`src/rtl/core/lkcc_pkg.sv`:
```
`timescale 1ns / 1ps
`default_nettype none

package lkcc_pkg;

  localparam int HUE_W    = 9;
  localparam int LVL_W    = 7;
  localparam int CH_W     = 8;
  localparam int T_W      = 6;
  localparam int PROD_W   = 21;
  localparam int REM_W    = 13;
  localparam int CNT_W    = 5;

  localparam logic [9:0]        HUE_MOD    = 10'd360;
  localparam logic [HUE_W-1:0]  SECTOR_DEG = 9'd60;
  localparam logic [LVL_W-1:0]  LVL_MAX    = 7'd100;
  localparam logic [REM_W:0]    DIVISOR    = 14'd6000;
  localparam logic [T_W-1:0]    T_FULL     = 6'd60;
  localparam logic [CH_W-1:0]   STRIP_LOW  = 8'hFF;
  localparam logic [CNT_W-1:0]  MUL_LAST   = 5'd5;
  localparam logic [CNT_W-1:0]  DIV_LAST   = 5'd20;

  localparam logic [1:0] FUNC_COLOR_STEP = 2'd0;
  localparam logic [1:0] FUNC_COLOR_BTN  = 2'd1;
  localparam logic [1:0] FUNC_POWER_STEP = 2'd2;
  localparam logic [1:0] FUNC_POWER_BTN  = 2'd3;

  localparam logic [1:0] REG_HUE_STEP = 2'd0;
  localparam logic [1:0] REG_LVL_STEP = 2'd1;

  typedef logic [2:0] sector_t;

endpackage

`default_nettype wire

```
`src/rtl/core/led_knob_color_controller.sv`:
```
// A request is accepted only while idle; it makes one pass in white mode and two
// passes in color mode, each a bit-serial multiply followed by a restoring divide
// by 6000. A new request is stalled until the previous one is done; a waiting
// result does not block the next request.
// Reset (rst_n low, synchronous): hue 0, level 0, white mode on, steps 2 and 5.
`timescale 1ns / 1ps
`default_nettype none

module led_knob_color_controller
  import lkcc_pkg::*;
(
  input  wire logic             clk,
  input  wire logic             rst_n,
  input  wire logic             cfg_we,
  input  wire logic [1:0]       cfg_index,
  input  wire logic [7:0]       cfg_wdata,
  input  wire logic             in_valid,
  output logic                  in_stall,
  input  wire logic [1:0]       in_func,
  input  wire logic             in_other_phase,
  output logic                  out_valid,
  input  wire logic             out_stall,
  output logic [CH_W-1:0]       out_red,
  output logic [CH_W-1:0]       out_green,
  output logic [CH_W-1:0]       out_blue,
  output logic [31:0]           out_strip_word,
  output logic [HUE_W-1:0]      out_hue_now,
  output logic [LVL_W-1:0]      out_level_now,
  output logic                  out_white_now
);

  typedef enum logic [1:0] {S_IDLE, S_MUL, S_DIV, S_DONE} state_t;

  state_t              state_r;
  logic                pass_r;
  logic [7:0]          hue_step_r;
  logic [LVL_W-1:0]    lvl_step_r;
  logic [HUE_W-1:0]    hue_r;
  logic [LVL_W-1:0]    lvl_r;
  logic                white_r;
  logic [T_W-1:0]      t_sh_r;
  logic [PROD_W-1:0]   m_sh_r;
  logic [PROD_W-1:0]   acc_r;
  logic [REM_W-1:0]    rem_r;
  logic [CH_W-1:0]     q_r;
  logic [CH_W-1:0]     v_r;
  logic [CNT_W-1:0]    cnt_r;
  logic                out_valid_r;
  logic [CH_W-1:0]     red_r, green_r, blue_r;
  logic [HUE_W-1:0]    hue_out_r;
  logic [LVL_W-1:0]    lvl_out_r;
  logic                white_out_r;

  logic [HUE_W-1:0]    hue_nxt;
  logic [LVL_W-1:0]    lvl_nxt;
  logic                white_nxt;
  logic [9:0]          hue_up, hue_dn;
  logic [LVL_W:0]      lvl_up;
  logic                accept;
  sector_t             sector;
  logic [HUE_W-1:0]    sec_base;
  logic [T_W-1:0]      f_deg, t_deg;
  logic [REM_W:0]      rem_try;
  logic                q_bit;
  logic [CH_W-1:0]     q_nxt;
  logic [PROD_W-1:0]   acc_add;
  logic [CH_W-1:0]     x_val;
  logic [CH_W-1:0]     r_sel, g_sel, b_sel;
  logic                out_free;

  assign accept   = in_valid && !in_stall;
  assign in_stall = (state_r != S_IDLE);
  assign out_free = !out_valid_r || !out_stall;

  always_comb begin
    hue_up    = {1'b0, hue_r} + {2'b00, hue_step_r};
    hue_dn    = (hue_r >= {1'b0, hue_step_r}) ? ({1'b0, hue_r} - {2'b00, hue_step_r})
                                               : ({1'b0, hue_r} + HUE_MOD - {2'b00, hue_step_r});
    lvl_up    = {1'b0, lvl_r} + {1'b0, lvl_step_r};
    hue_nxt   = hue_r;
    lvl_nxt   = lvl_r;
    white_nxt = white_r;
    unique case (in_func)
      FUNC_COLOR_STEP: begin
        white_nxt = 1'b0;
        if (in_other_phase) begin
          hue_nxt = (hue_up >= HUE_MOD) ? 9'(hue_up - HUE_MOD) : hue_up[HUE_W-1:0];
        end else begin
          hue_nxt = hue_dn[HUE_W-1:0];
        end
      end
      FUNC_COLOR_BTN: white_nxt = !white_r;
      FUNC_POWER_STEP: begin
        if (in_other_phase) begin
          lvl_nxt = (lvl_up > {1'b0, LVL_MAX}) ? LVL_MAX : lvl_up[LVL_W-1:0];
        end else begin
          lvl_nxt = (lvl_r > lvl_step_r) ? (lvl_r - lvl_step_r) : '0;
        end
      end
      default: lvl_nxt = (lvl_r != '0) ? '0 : LVL_MAX;
    endcase
  end

  always_comb begin
    if (hue_r >= 5 * SECTOR_DEG) begin
      sector = 3'd5;
    end else if (hue_r >= 4 * SECTOR_DEG) begin
      sector = 3'd4;
    end else if (hue_r >= 3 * SECTOR_DEG) begin
      sector = 3'd3;
    end else if (hue_r >= 2 * SECTOR_DEG) begin
      sector = 3'd2;
    end else if (hue_r >= SECTOR_DEG) begin
      sector = 3'd1;
    end else begin
      sector = 3'd0;
    end
    sec_base = 9'(sector * SECTOR_DEG);
    f_deg    = 6'(hue_r - sec_base);
    t_deg    = sector[0] ? (T_FULL - f_deg) : f_deg;
  end

  always_comb begin
    acc_add = t_sh_r[0] ? (acc_r + m_sh_r) : acc_r;
    rem_try = {rem_r, acc_r[PROD_W-1]};
    q_bit   = (rem_try >= DIVISOR);
    q_nxt   = {q_r[CH_W-2:0], q_bit};
  end

  always_comb begin
    x_val = q_r;
    r_sel = v_r;
    g_sel = v_r;
    b_sel = v_r;
    if (!white_r) begin
      case (sector)
        3'd0:    begin r_sel = v_r;   g_sel = x_val; b_sel = '0;    end
        3'd1:    begin r_sel = x_val; g_sel = v_r;   b_sel = '0;    end
        3'd2:    begin r_sel = '0;    g_sel = v_r;   b_sel = x_val; end
        3'd3:    begin r_sel = '0;    g_sel = x_val; b_sel = v_r;   end
        3'd4:    begin r_sel = x_val; g_sel = '0;    b_sel = v_r;   end
        default: begin r_sel = v_r;   g_sel = '0;    b_sel = x_val; end
      endcase
    end
  end

  always_ff @(posedge clk) begin
    if (!rst_n) begin
      state_r     <= S_IDLE;
      pass_r      <= 1'b0;
      hue_step_r  <= 8'd2;
      lvl_step_r  <= 7'd5;
      hue_r       <= '0;
      lvl_r       <= '0;
      white_r     <= 1'b1;
      out_valid_r <= 1'b0;
      cnt_r       <= '0;
    end else begin
      if (cfg_we) begin
        unique case (cfg_index)
          REG_HUE_STEP: hue_step_r <= cfg_wdata;
          REG_LVL_STEP: lvl_step_r <= cfg_wdata[LVL_W-1:0];
          default: ;
        endcase
      end
      if (state_r == S_DONE && out_free) begin
        out_valid_r <= 1'b1;
      end else if (!out_stall) begin
        out_valid_r <= 1'b0;
      end
      unique case (state_r)
        S_IDLE: begin
          if (accept) begin
            hue_r   <= hue_nxt;
            lvl_r   <= lvl_nxt;
            white_r <= white_nxt;
            m_sh_r  <= PROD_W'({lvl_nxt, 8'd0} - {8'd0, lvl_nxt});
            t_sh_r  <= T_FULL;
            acc_r   <= '0;
            cnt_r   <= MUL_LAST;
            pass_r  <= 1'b0;
            state_r <= S_MUL;
          end
        end
        S_MUL: begin
          acc_r  <= acc_add;
          m_sh_r <= {m_sh_r[PROD_W-2:0], 1'b0};
          t_sh_r <= {1'b0, t_sh_r[T_W-1:1]};
          if (cnt_r == '0) begin
            rem_r   <= '0;
            q_r     <= '0;
            cnt_r   <= DIV_LAST;
            state_r <= S_DIV;
          end else begin
            cnt_r <= cnt_r - 1'b1;
          end
        end
        S_DIV: begin
          rem_r <= q_bit ? REM_W'(rem_try - DIVISOR) : rem_try[REM_W-1:0];
          q_r   <= q_nxt;
          if (cnt_r != '0) begin
            acc_r <= {acc_r[PROD_W-2:0], 1'b0};
            cnt_r <= cnt_r - 1'b1;
          end else if (pass_r || white_r) begin
            if (!pass_r) begin
              v_r <= q_nxt;
            end
            state_r <= S_DONE;
          end else begin
            v_r     <= q_nxt;
            m_sh_r  <= PROD_W'({lvl_r, 8'd0} - {8'd0, lvl_r});
            t_sh_r  <= t_deg;
            acc_r   <= '0;
            cnt_r   <= MUL_LAST;
            pass_r  <= 1'b1;
            state_r <= S_MUL;
          end
        end
        S_DONE: begin
          if (out_free) begin
            red_r       <= r_sel;
            green_r     <= g_sel;
            blue_r      <= b_sel;
            hue_out_r   <= hue_r;
            lvl_out_r   <= lvl_r;
            white_out_r <= white_r;
            state_r     <= S_IDLE;
          end
        end
        default: state_r <= S_IDLE;
      endcase
    end
  end

  assign out_valid      = out_valid_r;
  assign out_red        = red_r;
  assign out_green      = green_r;
  assign out_blue       = blue_r;
  assign out_strip_word = {red_r, green_r, blue_r, STRIP_LOW};
  assign out_hue_now    = hue_out_r;
  assign out_level_now  = lvl_out_r;
  assign out_white_now  = white_out_r;

`ifndef SYNTHESIS
  a_busy_after_req: assert property (@(posedge clk) disable iff (!rst_n)
    accept |=> in_stall)
    else $error("request accepted but input not stalled");

  a_level_range: assert property (@(posedge clk) disable iff (!rst_n)
    out_valid |-> (out_level_now <= LVL_MAX))
    else $error("level out of range");

  a_hue_range: assert property (@(posedge clk) disable iff (!rst_n)
    out_valid |-> ({1'b0, out_hue_now} < HUE_MOD))
    else $error("hue out of range");

  a_white_gray: assert property (@(posedge clk) disable iff (!rst_n)
    (out_valid && out_white_now) |-> (out_red == out_green && out_green == out_blue))
    else $error("white mode result is not gray");
`endif

endmodule

`default_nettype wire
```
`config.mk`:
```
export PLATFORM = sky130hd
export DESIGN_NAME = led_knob_color_controller
export DESIGN_NICKNAME = d
export VERILOG_FILES = /design/src/rtl/core/lkcc_pkg.sv /design/src/rtl/core/led_knob_color_controller.sv
export SDC_FILE = /design/constraint.sdc
export NUM_CORES = 1
export LEC_CHECK = 0
export BUFFER_PORTS_ARGS = -buffer_cell sky130_fd_sc_hd__buf_2
export CORE_UTILIZATION = 25
export DETAILED_ROUTE_END_ITERATION = 12
export MAX_ROUTING_LAYER = met4
export PLACE_DENSITY = 0.41
export SLEW_MARGIN = 20
export SYNTH_ARGS = -nofsm -noshare
export SYNTH_HDL_FRONTEND = slang
export SYNTH_SLANG_ARGS = --single-unit
```
`constraint.sdc`:
```
create_clock -name clk -period 7.4 [get_ports clk]
set_input_delay 0.37 -clock clk [delete_from_list [all_inputs] [get_ports clk]]
set_output_delay 0.37 -clock clk [all_outputs]
set_load 0.03 [all_outputs]
```
==> results of run 1 <==
[synthesized netlist by cell type, types with 20 or more instances]
cell	count
nor3_1	27
ha_1	80
nand3_1	20
and2_1	31
nor2_1	86
nand2_1	84
dfxtp_1	41
a21oi_1	73
xnor2_1	41
inv_1	69
edfxtp_1	118
a22o_1	26
clkbuf_1	38
o21ai_0	66
buf_4	36
[area by class of cell]
| cell class | count | area, um^2 |
|---|---|---|
| inverter | 70 | 263 |
| clock inverter | 15 | 204 |
| multi-input combinational | 842 | 6020 |
| tap | 585 | 732 |
| fill | 4526 | 30800 |
| clock buffer | 17 | 425 |
| sequential | 159 | 4360 |
| timing repair buffer | 95 | 503 |
[state kept, by name (all words and copies together), names as in the netlist, 9 cells and up]
name and count:
acc_r 21, hue_r 9, m_sh_r 21, out_hue_now 9
rem_r 13
[cells by family (layout without fill, tap and decap cells)]
family / after synthesis / in the layout
and+or+nand+nor: 338 / 338
AOI/OAI and AO/OA: 327 / 327
DFF: 159 / 159
buffers and inverters: 152 / 197
adders and majority gates: 92 / 92
xor gates and xnor gates: 61 / 61
muxes: 16 / 16
other: 1 / 8
[path summary, 6_finish.rpt]
path	endpoint	slack, ps
min	hue_step_r[5]	160
min reg2reg	pass_r	500
max	m_sh_r[6]	3350
max reg2reg	m_sh_r[6]	3350
[layout by cell type, fill, tap and decap left out, types with 12 or more instances in the layout]
master and instances:
dfxtp_1 41, a21oi_1 71, mux2i_1 16, nor2_1 85
ha_1 80, nor3_1 27, inv_1 69, nand2b_1 12
o21ai_0 66, clkbuf_16 17, a22o_1 26, xnor2_1 41
xor2_1 19, and3_1 14, nand3_1 20, nand2_1 84
a21o_1 12, edfxtp_1 118, o211ai_1 13, buf_2 84
a211oi_1 19, and2_1 31
[critical path, stage by stage (launching register included)]
cell and delay, ps:
dfxtp_1 440, ha_1 300, fa_1 400, nor2b_1 180, o2111a_1 280, a211oi_2 210
a21boi_4 280, nand2_1 120, a221oi_4 520, ha_1 300, inv_1 110, nor4_1 350
xor2_1 160, o21ai_0 90
[where the power goes]
part / internal, mW / switching, mW / total, mW
registers: 1.22 / 0.175 / 1.40
clock network: 0.466 / 0.472 / 0.938
logic: 0.766 / 1.21 / 1.98
[metal layers]
layer | up-vias | track usage [%] | routed length [um]
met3 | 15 | 1.91 | 1100
met1 | 4188 | 19.8 | 15700
met4 | 0 | 3.52 | 296
met2 | 199 | 21.9 | 13700
met5 | - | - | 0
li1 | 4250 | - | -
==> qor.txt, run 1 <==
wire per inst: 17.3 um
Die X-Extent: 212 um
Achievable Freq: 247 MHz
routability congestion estimate: 0.842
Post-CTS Setup Repair Bufs: 0
Layout Area Growth over Synthesis: 13.3%
hold wc startpoint: cfg_wdata[5]
crit-path max FO: 10
Post-synth EDFFs: 118
yosys warns: 0
Simple-Gate Fraction of Synth Area: 15.4%
number of global-route vias before repair: 8280
final instance area: 0.0125 mm^2
IO Port Bufs: 84
Post-Place Cell Area: 0.0119 mm^2
Remaining Overflow, GRT: 0
largest net degree at the start of global routing: 35
cell area after synthesis: 0.0110 mm^2
fraction of registers with async set/reset: 0%
HPWL Detailed: 22600 um
adder-cell share of the synthesized area: 11.2%
DRT antenna net count: 0
Pins Over Slew Limit: 0
placed cell count: 1751
H-tree depth: 4
drt via density: 4.85
Worst-Skew Late Latency: 450 ps
io pins: 93
PwrDens: 345 mW/mm^2
CTS tree: built
RSZ-0062 raised after global routing: no
XOR/XNOR share of the synthesized area: 4.91%
hold depth: 3
Unique masters post-synth: 89
worst reg2reg path startpoint: lvl_r[0]
Inserted Clock Buffers: 17
DRT Pass-1 Iters: 5
post-layout util: 28.9%
layout cells sized above 1: 13.4%
WP data required: 7550 ps
Compound-Gate Fraction of Synth Area: 21.0%
die extent in y: 212 um
post-synthesis sequential element count: 159
final worst path period share: 54.8%
clock skew: 13.2 ps
Num Clock Sinks: 159
critical path launch point: lvl_r[0]
Post-layout nets: 1294
area fraction of the dominant cell type after synthesis: 32.1%
Site Rows: 76
Initial Util: 25.5%
hold crit path type: input pin to flip-flop
reg2reg path depth: 13
# hold bufs at CTS: 0
clock slew at reported path FFs: 80 ps
Root Buffer: clkbuf_16
Max IR drop VDD: 0.174 mV
Max-cap violations: 0
# DRC: 0
ant diodes: 0
Synth area leader: edfxtp_1
Leak: 4.87 nW
Post-Syn Area per Cell: 9.63 um^2
ranking of synthesized cells by area: edfxtp_1 (32%), ha_1 (9.1%), dfxtp_1 (7.4%)
setup_tns: 0 ps
CP Launch Type: flip-flop
worst setup margin: 3350 ps
nature of the critical path endpoint: flip-flop
Overall Power: 4.32 mW
WHS: 165 ps
Setup violations, final: 0
Crit path arrival time: 4200 ps
Initial DRC Count: 534
cell count after synthesis: 1146
Setup Slack @ Placement: 3360 ps
Max clock buf depth: 2
WL final: 30800 um
Post-Layout Cell Count: 1783
mux contribution to synthesized area: 1.45%
ys flop type: edfxtp_1
GRT Util Overall: 14.3%
core area: 0.0433 mm^2
minimum clock period: 4050 ps
die area: 0.0450 mm^2
outcome: finished clean
Rel. slew slack: 36.1%
overall via count from detail_route: 8652
initial antenna violation count: 0
CTS-repair resized insts: 0
final hold vios: 0
WS Path Type: flip-flop to flip-flop
main combinational cell family by area after synthesis: compound AO/OA/AOI/OAI gates
sequential area share after synthesis: 39.5%
Tightest Pin Transition: 959 ps
first-pass GRT wire length: 48200 um
Power figures use the tool's default switching activity.
==> run 2: changes to the inputs <==
--- a/config.mk
+++ b/config.mk
@@ -9,7 +9,7 @@
 export CORE_UTILIZATION = 25
 export DETAILED_ROUTE_END_ITERATION = 12
 export MAX_ROUTING_LAYER = met4
-export PLACE_DENSITY = 0.41
+export PLACE_DENSITY = 0.42
 export SLEW_MARGIN = 20
 export SYNTH_ARGS = -nofsm -noshare
 export SYNTH_HDL_FRONTEND = slang
==> constraint.sdc (replaced) <==
create_clock -name clk -period 3.6 [get_ports clk]
set_input_delay 0.18 -clock clk [delete_from_list [all_inputs] [get_ports clk]]
set_output_delay 0.18 -clock clk [all_outputs]
set_load 0.03 [all_outputs]
==> run 2 against run 1 <==
  * Clock skew increased by 4.0 ps
  * Critical path depth unchanged
  * Via count increased by 2.1%
  * Die area unchanged
  * Power increased by 110%
  * Non-clock buffer count increased by 55
  * Register-to-register slack got worse by 3300 ps
  * Fmax increased by 15%
  * Largest power group unchanged
==> qor.txt, run 2 (synthesis gave the netlist of run 1 again) <==
Die X-Extent: 212 um (unchanged)
ant diodes: 0 (unchanged)
number of global-route vias before repair: 8648 (+4.4%)
HPWL Detailed: 23000 um (+1.7%)
WP data required: 3800 ps (-3750 ps)
Pins Over Slew Limit: 0 (unchanged)
max incr delay on CP: 370 ps (-150 ps)
wire per inst: 16.7 um (-3.4%)
Tightest Pin Transition: 972 ps (+13.9 ps)
PwrDens: 707 mW/mm^2 (+100%)
CTS tree: built
commonest non-fill, non-tap cell in the layout: edfxtp_1
Initial DRC Count: 459 (-14%)
Max clock buf depth: 2 (unchanged)
DRT Pass-1 Iters: 5 (unchanged)
hold crit path type: input pin to flip-flop
RSZ-0062 raised after global routing: yes
Crit path arrival time: 3730 ps (-470 ps)
worst setup margin: 69.0 ps (-3280 ps)
internal power: 5.37 mW (+120%)
hold depth: 3 (unchanged)
WHS: 18.1 ps (-146 ps)
Worst-Skew Late Latency: 450 ps (about the same)
Root Buffer: clkbuf_16
die area: 0.0450 mm^2 (unchanged)
largest net degree at the start of global routing: 42 (+20%)
first-pass GRT wire length: 48900 um (+1.4%)
final instance area: 0.0130 mm^2 (+4.2%)
Achievable Freq: 283 MHz (+15%)
Remaining Overflow, GRT: 0 (unchanged)
Site Rows: 76 (unchanged)
core area: 0.0433 mm^2 (unchanged)
crit-path max FO: 5 (-5)
final worst path period share: 98.1% (+43 points)
die extent in y: 212 um (unchanged)
routability congestion estimate: 0.862 (+2.3%)
placed cell count: 1797 (+2.6%)
Post-Place Cell Area: 0.0122 mm^2 (+3.1%)
Initial Util: 25.5% (unchanged)
overall via count from detail_route: 8837 (+2.1%)
minimum clock period: 3530 ps (-522 ps)
Setup violations, final: 0 (unchanged)
drt via density: 4.81 (-0.92%)
# DRC: 0 (unchanged)
Max IR drop VDD: 0.352 mV (+100%)
Leak: 5.15 nW (+5.8%)
final hold vios: 0 (unchanged)
Switch Pwr: 3.84 mW (+110%)
Comb power frac: 48.0% (+2.2 points)
nature of the critical path endpoint: flip-flop
io pins: 93 (unchanged)
GRT Util Overall: 14.5% (+0.23 points)
clock slew at reported path FFs: 80 ps (about the same)
Seq pwr share: 30.5% (-1.9 points)
worst-path cell chain: ha_1, fa_2, nor2b_1, o2111a_1, a211oi_2, a21boi_4, nand2_1, a221oi_4, ha_2, inv_1, o21ai_0, o31ai_1, a221o_1
Post-Layout Cell Count: 1838 (+3.1%)
H-tree depth: 4 (unchanged)
Slowest cell on crit path: fa_2
DRT antenna net count: 0 (unchanged)
WL final: 30700 um (-0.41%)
IO Port Bufs: 84 (unchanged)
Layout Area Growth over Synthesis: 18.0%
Inserted Clock Buffers: 17 (unchanged)
Max-cap violations: 0 (unchanged)
outcome: finished clean
Rel. slew slack: 34.9% (-1.2 points)
layout cells sized above 1: 17.5% (+4.1 points)
initial antenna violation count: 0 (unchanged)
clock group share of total power: 21.6% (about the same)
clock skew: 17.2 ps (+3.99 ps)
CP Launch Type: flip-flop
Post-layout nets: 1349 (+4.3%)
Num Clock Sinks: 159 (unchanged)
largest registers: acc_r: 21 flops, m_sh_r: 21 flops, rem_r: 13 flops
WS Path Type: flip-flop to flip-flop
Sw Share: 41.7% (-1.4 points)
Fillers: 4534 (+0.18%)
Overall Power: 9.21 mW (+110%)
most frequent cells in the layout: edfxtp_1 (118), nor2_1 (86), nand2_1 (84), buf_2 (84), ha_1 (79)
Setup Slack @ Placement: -6.44 ps (-3370 ps)
reg2reg path depth: 13 (unchanged)
-- run 2: cell types whose count changed in the layout (fill, tap and decap cells not counted), moves of 2 or more --
cell	delta
clkinv_8	-3
inv_6	+3
dlygate4sd3_1	+6
bufinv_16	+2
buf_4	+48
nor4_1	-2
-- run 2: path summary, 6_finish.rpt --
path	start	endpoint	slack (ps)
setup / recovery	lvl_step_r[0]	m_sh_r[12]	70
hold / removal	cfg_wdata[6]	lvl_step_r[6]	20
setup reg to reg	lvl_step_r[0]	m_sh_r[12]	70
hold reg to reg	pass_r	pass_r	490
-- run 2: layout make-up --
class	count	area [um^2]	share of cell area [%]
timing repair buffer	150	943	7.24
inverter	70	263	2.02
multi-input combinational	842	6090	46.7
tap	585	732	5.62
clock inverter	15	213	1.63
clock buffer	17	425	3.26
sequential	159	4370	33.5
-- run 2: power by group through the flow --
stage	combinational (mW)	sequential [mW]	clock, mW
finish	4.42	2.80	1.99
global route	4.93	2.86	2.12
CTS	4.38	2.81	2.06
detailed placement	4.34	2.84	0
global placement	4.34	2.85	0
floorplan	3.15	2.78	0
-- run 2: per-stage QoR --
step,TNS [ps],utilization (%)
5_1_grt,-312,30.1
3_3_place_gp,0,28.3
2_1_floorplan,0,-
3_5_place_dp,-6.44,28.3
6_report,0,30.1
4_1_cts,0,29.9
-- run 2: repair_timing --
| action | CTS | global route |
|---|---|---|
| gates resized for setup | 1 | 13 |
| endpoints found under the hold margin | 10 | 0 |
| endpoints found under the setup margin | 1 | 11 |
| setup buffers | 0 | 3 |
| hold buffers | 6 | 0 |
| pin swaps | 0 | 6 |
-- run 2: critical path: cells and delay by family (launching register included) --
kind,cells,cell delay [ps]
flip-flops,1,320
AO/OA/AOI/OAI,7,1700
adder cells (fa/ha/maj),3,860
AND/OR/NAND/NOR,2,280
buffers and inverters,1,100
-- run 2: routing by layer --
| layer | global-route usage (%) | vias to the layer above | routed length, um |
|---|---|---|---|
| met5 | - | - | 0 |
| met4 | 4.42 | 0 | 537 |
| met3 | 2.23 | 35 | 1040 |
| met2 | 21.9 | 186 | 13600 |
| met1 | 19.9 | 4265 | 15500 |
| li1 | - | 4351 | - |
